### src/design/sle_pkg.sv
// Types and constants of the list engine
package sle_pkg;

  typedef enum logic [1:0] {
    OP_INSERT = 2'd0,
    OP_DELETE = 2'd1,
    OP_GET    = 2'd2,
    OP_LOCATE = 2'd3
  } sle_op_t;

  typedef enum logic [1:0] {
    ST_OK       = 2'd0,
    ST_BADPOS   = 2'd1,
    ST_FULL     = 2'd2,
    ST_NOTFOUND = 2'd3
  } sle_status_t;

  localparam int         POS_W         = 5;
  localparam int         DATA_W        = 32;
  localparam logic [4:0] NOT_FOUND_POS = 5'h1f;

  typedef struct packed {
    sle_op_t                  op;
    logic [POS_W-1:0]         position;
    logic signed [DATA_W-1:0] value;
    logic                     ins_ok;
    logic                     del_ok;
    logic                     load_hit;
  } sle_cmd_t;

endpackage

### src/design/sle_cell.sv
// One list cell: holds an entry, shifts with its neighbors, flags get and locate hits
module sle_cell #(
  parameter int PW = 5
) (
  input  logic                              clk,
  input  logic                              rst_n,
  input  sle_pkg::sle_cmd_t                 cmd,
  input  logic [PW-1:0]                     idx,
  input  logic [PW-1:0]                     count,
  input  logic signed [sle_pkg::DATA_W-1:0] prev_entry,
  input  logic signed [sle_pkg::DATA_W-1:0] next_entry,
  output logic signed [sle_pkg::DATA_W-1:0] entry,
  output logic                              hit
);

  logic signed [sle_pkg::DATA_W-1:0] entry_r, entry_nxt;
  logic                              hit_r, hit_nxt;
  logic [PW-1:0]                     pos_ext;

  assign pos_ext = PW'(cmd.position);

  always_comb begin
    entry_nxt = entry_r;
    if (cmd.ins_ok) begin
      if (idx > pos_ext) begin
        entry_nxt = prev_entry;
      end else if (idx == pos_ext) begin
        entry_nxt = cmd.value;
      end
    end else if (cmd.del_ok) begin
      if (idx >= pos_ext) begin
        entry_nxt = next_entry;
      end
    end
  end

  always_comb begin
    hit_nxt = hit_r;
    if (cmd.load_hit) begin
      unique case (cmd.op)
        sle_pkg::OP_GET:    hit_nxt = (idx == pos_ext);
        sle_pkg::OP_LOCATE: hit_nxt = (entry_r == cmd.value) && (idx < count);
        default:            hit_nxt = 1'b0;
      endcase
    end
  end

  always_ff @(posedge clk) begin
    entry_r <= entry_nxt;
    if (!rst_n) begin
      hit_r <= 1'b0;
    end else begin
      hit_r <= hit_nxt;
    end
  end

  assign entry = entry_r;
  assign hit   = hit_r;

endmodule

### src/design/sequential_list_engine_unit.sv
// Top level of the list engine: cell row, length counter and result register
// Ordered list of up to CAPACITY signed 32-bit entries packed from position 0, held one entry
// per cell in a row of cells. For each item the cells first shift for insert or delete and latch
// their get or locate hit flag; then, once the result register is free, the hit flags of the row
// are reduced into the result register. A new item is taken only after the previous one has
// reached the result register; a stalled result holds the next item in the cells and blocks
// further input. No clearing pass after reset.
module sequential_list_engine_unit #(
  parameter int CAPACITY = 16
) (
  input  logic              clk,
  input  logic              rst_n,
  input  logic              in_valid,
  output logic              in_stall,
  input  logic [1:0]        in_opcode,
  input  logic [4:0]        in_position,
  input  logic signed [31:0] in_value,
  output logic              out_valid,
  input  logic              out_stall,
  output logic [1:0]        out_status,
  output logic signed [31:0] out_read_value,
  output logic signed [4:0] out_found_position,
  output logic [4:0]        out_list_length
);

  localparam int CW = $clog2(CAPACITY + 1);
  localparam int PW = (CW > sle_pkg::POS_W) ? CW : sle_pkg::POS_W;
  localparam int IW = $clog2(CAPACITY);

  logic [CW-1:0]          count_r, count_nxt;
  logic                   busy_r;
  sle_pkg::sle_op_t       op_r;
  sle_pkg::sle_status_t   status_r, status_nxt;
  logic                   out_valid_r;
  sle_pkg::sle_status_t   out_status_r;
  logic signed [31:0]     out_read_value_r;
  logic [4:0]             out_found_position_r;
  logic [4:0]             out_list_length_r;

  logic                   accept, out_free, finish;
  sle_pkg::sle_op_t       in_op;
  logic [PW-1:0]          pos_ext, cnt_ext;
  sle_pkg::sle_cmd_t      cmd;

  logic signed [31:0]     ent [CAPACITY];
  logic                   hit [CAPACITY];

  logic                   any_hit;
  logic [IW-1:0]          hit_idx;
  logic signed [31:0]     rd_data;
  logic [PW-1:0]          hit_idx_ext, len_ext;

  assign in_op    = sle_pkg::sle_op_t'(in_opcode);
  assign out_free = !(out_valid_r && out_stall);
  assign in_stall = busy_r;
  assign accept   = in_valid && !in_stall;
  assign finish   = busy_r && out_free;

  assign pos_ext = PW'(in_position);
  assign cnt_ext = PW'(count_r);

  always_comb begin
    cmd.op       = in_op;
    cmd.position = in_position;
    cmd.value    = in_value;
    cmd.load_hit = accept;
    cmd.ins_ok   = accept && (in_op == sle_pkg::OP_INSERT) && (pos_ext <= cnt_ext)
                   && (cnt_ext < PW'(CAPACITY));
    cmd.del_ok   = accept && (in_op == sle_pkg::OP_DELETE) && (pos_ext < cnt_ext);
  end

  always_comb begin
    status_nxt = sle_pkg::ST_OK;
    unique case (in_op)
      sle_pkg::OP_INSERT: begin
        if (pos_ext > cnt_ext) begin
          status_nxt = sle_pkg::ST_BADPOS;
        end else if (cnt_ext >= PW'(CAPACITY)) begin
          status_nxt = sle_pkg::ST_FULL;
        end
      end
      sle_pkg::OP_DELETE, sle_pkg::OP_GET: begin
        if (pos_ext >= cnt_ext) begin
          status_nxt = sle_pkg::ST_BADPOS;
        end
      end
      default: status_nxt = sle_pkg::ST_OK;
    endcase
  end

  always_comb begin
    count_nxt = count_r;
    if (cmd.ins_ok) begin
      count_nxt = count_r + CW'(1);
    end else if (cmd.del_ok) begin
      count_nxt = count_r - CW'(1);
    end
  end

  for (genvar i = 0; i < CAPACITY; i++) begin : g_cell
    logic signed [31:0] prev_e, next_e;
    if (i == 0) begin : g_first
      assign prev_e = ent[0];
    end else begin : g_mid
      assign prev_e = ent[i-1];
    end
    if (i == CAPACITY - 1) begin : g_last
      assign next_e = ent[i];
    end else begin : g_body
      assign next_e = ent[i+1];
    end
    sle_cell #(.PW(PW)) u_cell (
      .clk        (clk),
      .rst_n      (rst_n),
      .cmd        (cmd),
      .idx        (PW'(i)),
      .count      (cnt_ext),
      .prev_entry (prev_e),
      .next_entry (next_e),
      .entry      (ent[i]),
      .hit        (hit[i])
    );
  end

  always_comb begin
    any_hit = 1'b0;
    hit_idx = '0;
    rd_data = '0;
    for (int i = CAPACITY - 1; i >= 0; i--) begin
      if (hit[i]) begin
        any_hit = 1'b1;
        hit_idx = IW'(i);
      end
      rd_data = rd_data | (ent[i] & {32{hit[i]}});
    end
  end

  assign hit_idx_ext = PW'(hit_idx);
  assign len_ext     = PW'(count_r);

  always_ff @(posedge clk) begin
    if (!rst_n) begin
      count_r     <= '0;
      busy_r      <= 1'b0;
      out_valid_r <= 1'b0;
    end else begin
      count_r <= count_nxt;
      if (accept) begin
        busy_r <= 1'b1;
      end else if (finish) begin
        busy_r <= 1'b0;
      end
      if (finish) begin
        out_valid_r <= 1'b1;
      end else if (!out_stall) begin
        out_valid_r <= 1'b0;
      end
    end
  end

  always_ff @(posedge clk) begin
    if (accept) begin
      op_r     <= in_op;
      status_r <= status_nxt;
    end
    if (finish) begin
      out_list_length_r <= len_ext[4:0];
      if (op_r == sle_pkg::OP_LOCATE) begin
        out_status_r         <= any_hit ? sle_pkg::ST_OK : sle_pkg::ST_NOTFOUND;
        out_found_position_r <= any_hit ? hit_idx_ext[4:0] : sle_pkg::NOT_FOUND_POS;
      end else begin
        out_status_r         <= status_r;
        out_found_position_r <= sle_pkg::NOT_FOUND_POS;
      end
      if ((op_r == sle_pkg::OP_GET) && (status_r == sle_pkg::ST_OK)) begin
        out_read_value_r <= rd_data;
      end else begin
        out_read_value_r <= '0;
      end
    end
  end

  assign out_valid          = out_valid_r;
  assign out_status         = out_status_r;
  assign out_read_value     = out_read_value_r;
  assign out_found_position = out_found_position_r;
  assign out_list_length    = out_list_length_r;

endmodule

### config.mk
export PLATFORM = sky130hd
export DESIGN_NAME = sequential_list_engine_unit
export DESIGN_NICKNAME = d
export VERILOG_FILES = /design/src/design/sle_pkg.sv /design/src/design/sle_cell.sv /design/src/design/sequential_list_engine_unit.sv
export SDC_FILE = /design/constraint.sdc
export NUM_CORES = 2
export LEC_CHECK = 0
export ABC_AREA = 1
export BUFFER_PORTS_ARGS = -buffer_cell sky130_fd_sc_hd__buf_4
export CAP_MARGIN = 10
export CELL_PAD_IN_SITES_DETAIL_PLACEMENT = 1
export CELL_PAD_IN_SITES_GLOBAL_PLACEMENT = 1
export CORE_UTILIZATION = 47
export CTS_CLUSTER_SIZE = 25
export DETAILED_ROUTE_END_ITERATION = 12
export HOLD_SLACK_MARGIN = 0.06
export PLACE_DENSITY_LB_ADDON = 0.1
export RECOVER_POWER = 25
export SLEW_MARGIN = 15
export SYNTH_ARGS = -nofsm -noshare
export SYNTH_HDL_FRONTEND = slang
export SYNTH_SLANG_ARGS = --single-unit
### constraint.sdc
create_clock -name clk -period 8.5 [get_ports clk]
set_clock_uncertainty 0.1 [all_clocks]
set_input_delay 0.85 -clock clk [delete_from_list [all_inputs] [get_ports clk]]
set_output_delay 0.85 -clock clk [all_outputs]
set_load 0.01 [all_outputs]
==> results by group <==
Run status
  • Status: finished with violations
  • Failing checks: max-capacitance violations, max-slew violations

Clocking
  • Buffers from clock root to sink, at most: 3
  • Clock slew at reported path FFs: 0.05 ns
  • Root buf cell: clkbuf_16
  • Clk sinks: approximately 580
  • # resized after CTS: 0
  • Worst skew pair latency: about 0.64 ns
  • Setup Buffers After CTS: 0
  • Total CTS buffers: 72
  • Post-CTS Hold Buffers: 0
  • CTS tree: yes
  • H-tree depth: 3

Routing
  • Initial DRT Pass Iterations: 6
  • Avg Vias per Cell: approximately 7
  • WL per Instance: ~34 um
  • Post-Route WL: 193 mm
  • DRT iter0 DRCs: 6,182
  • Vias: about 39,000
  • Antenna-violating nets left: 0
  • DRC: 0

Cells and area
  • Share of layout cells above drive strength 1: between 5 and 6%
  • Non-filler instance count after layout: between 5,000 and 6,000
  • Area growth syn-to-layout: 8.14%
  • # fillers: approximately 9,500
  • Commonest non-fill, non-tap cell in the layout: nand2_1
  • Commonest cells after routing, fill and taps aside: 1,082 x nand2_1, 691 x o21ai_0, 560 x edfxtp_1
  • Fin nets: ~4,600

Timing
  • Slew Viols, Final: 389
  • Final Cycle Share: 80.2%
  • Final setup fails: 0
  • Sum Neg Setup Slack: 0 ns
  • Achievable frequency: around 150 MHz
  • Worst rel slew slack: -120%
  • Final hold violation count: 0
  • Worst-Margin Slew: 3.31 ns
  • Tmin final: ~6.8 ns
  • Unrepaired setup endpoints after global routing: false

Logic synthesis
  • Flops & latches, synth: 583
  • Post-synthesis sequential area ratio: 45.5%
  • Netlist cell types: between 40 and 50
  • Top FF cell, synth: edfxtp_1
  • EDFF count, synth: 560
  • Post-Syn Instances: 4,662
  • Syn Nets: roughly 4,700
  • Post-synth ARST share: 0%
  • Synth warn: 0
  • Mapped Area: around 0.038 mm2
  • Mean Syn Cell Area: a little over 8 um2

Worst setup path
  • Crit path buffers/inverters: 3
  • Arr. time, crit path: 6.92 ns
  • Crit path kind: flop to flop
  • Largest stage delay, worst path: 1.77 ns
  • Req. time, crit path: roughly 8.6 ns
  • Startpoint Class: flop
  • Worst setup path start: in_stall
  • R2r startpoint: in_stall
  • Setup crit end kind: flop
  • Slowest-stage cell, CP: clkbuf_1
  • Max FO, Critical Path: 34
  • Top Family by Delay on Critical Path: buffers and inverters
  • Worst-path cell chain: nor2_2 -> clkbuf_1 -> inv_1 -> nor2_1 -> nand2_1 -> nor2_1 -> clkbuf_1

Floorplanning
  • Die W: around 290 um
  • Die Y: 286 um
  • Core ar.: about 0.079 mm2
  • # rows: a little over 100
  • Die Area: between 0.08 and 0.09 mm2
  • Initial Utilization: around 48%
  • Num ports: between 80 and 90

GRT
  • First-pass GRT wire length: approximately 270 mm
  • Largest net degree at the start of global routing: 193
  • Total grt overflow: 0
  • All-layer global routing usage: a little under half
  • Initial antenna violation count: 12
  • Vias in the first global route: 36,500

Power
  • Total power: 7290 uW
  • Pleak: 0.0148 uW
  • Peak VDD IR: roughly 160 uV
  • Pwr Density: ~180 mW/mm2

Placement
  • Placed wire-length estimate: approximately 140 mm
  • PortBufs: between 80 and 90
  • DP Cell Count: ~5,500
  • Gpl congestion: about 1

Flow run
  • Max Cap Viol: 11

Worst hold path
  • Hold_sp: out_valid
  • HP Class: flop to flop
-- flip-flops by register name (all words and copies together), names as in the netlist --
signal,flops
g_cell.u_cell.entry,512
out_read_value,32
g_cell.u_cell.hit,16
cnt_ext,5
out_found_position,5
out_list_length,5
op_r,2
out_status,2
status_r,2
in_stall,1
out_valid,1
-- kinds of logic after synthesis --
group | count (synthesis) | share of synthesized area (%)
compound gates | 1493 | 24.2
xor+xnor | 220 | 5.08
fa+ha+maj | 14 | 0.462
buf+inv | 869 | 8.94
flops | 583 | 45.5
simple gates | 1483 | 15.8
-- cell usage after synthesis (5+ instances only) --
| cell | instances | share of area, % |
|---|---|---|
| inv_1 | 451 | 4.5 |
| a31oi_1 | 53 | 0.87 |
| o21ai_1 | 12 | 0.16 |
| xor2_1 | 129 | 3.0 |
| o211ai_1 | 264 | 5.2 |
| o21ai_0 | 692 | 9.1 |
| nor3_1 | 46 | 0.61 |
| nor4_1 | 43 | 0.71 |
| edfxtp_1 | 560 | 44 |
| a21oi_1 | 62 | 0.82 |
| clkinv_1 | 10 | 0.099 |
| nor2_1 | 200 | 2.0 |
| nand2_1 | 1086 | 11 |
| nand3_1 | 51 | 0.67 |
| ha_1 | 14 | 0.46 |
| o221ai_1 | 28 | 0.65 |
| o22ai_1 | 213 | 3.5 |
| buf_1 | 41 | 0.41 |
| a41oi_1 | 24 | 0.55 |
| xnor2_1 | 91 | 2.1 |
| a211oi_1 | 15 | 0.30 |
| a221oi_1 | 85 | 2.0 |
| nand4_1 | 44 | 0.73 |
| inv_2 | 5 | 0.049 |
| clkbuf_1 | 273 | 2.7 |
| dfxtp_1 | 23 | 1.2 |
| buf_2 | 85 | 1.1 |
| o2111ai_1 | 36 | 0.83 |
-- per-layer routing --
metal | vias up | GRT usage (%) | routed length [um]
met5 | - | 0 | 95
met4 | 14 | 28.4 | 14100
met3 | 653 | 14.3 | 27900
met2 | 3032 | 64.7 | 78500
met1 | 19200 | 61.9 | 72300
li1 | 16200 | - | -
-- area by class of cell --
| cell class | count | area, um2 | area share, % |
|---|---|---|---|
| clock buffer | 92 | 1920 | 4.68 |
| inverter | 467 | 1760 | 4.30 |
| sequential | 583 | 17300 | 42.1 |
| tap | 1050 | 1310 | 3.20 |
| antenna | 4 | 10.0 | 0.0244 |
| multi-input combinational | 3210 | 17400 | 42.5 |
| clock inverter | 35 | 191 | 0.467 |
| timing repair buffer | 173 | 1100 | 2.68 |
-- power breakdown --
group / total [uW] / internal, uW / switching, uW
registers: 3230 / 3190 / 40.4
clock network: 2950 / 1620 / 1330
logic: 1110 / 260 / 850
total: 7290 / 5070 / 2220
-- final timing paths --
path / cells past startpoint / slack, ns / to
min: 2 / 0.37 / out_valid
max: 7 / 1.69 / g_cell[15].u_cell.entry[21]
max reg2reg: 7 / 1.69 / g_cell[15].u_cell.entry[21]
min reg2reg: 2 / 0.37 / out_valid
-- worst reg2reg max path, delay by kind of cell, from the launching register on --
family                 cells  cell delay [ns]
buffers and inverters      3             3.69
AND/OR/NAND/NOR            4             2.22
flip-flops                 1             0.33
-- metrics by stage --
step	hold WS [ns]	setup slack (ns)	utilization (%)	area (um2)
floorplan	0.306	3.71	-	37900
global placement	0.391	2.54	49.3	39200
detailed placement	0.407	2.46	49.3	39200
CTS	0.327	3.12	52.0	41300
global route	0.388	1.58	51.7	41000
finish	0.374	1.69	51.7	41000
(Power assumes the default switching activity.)
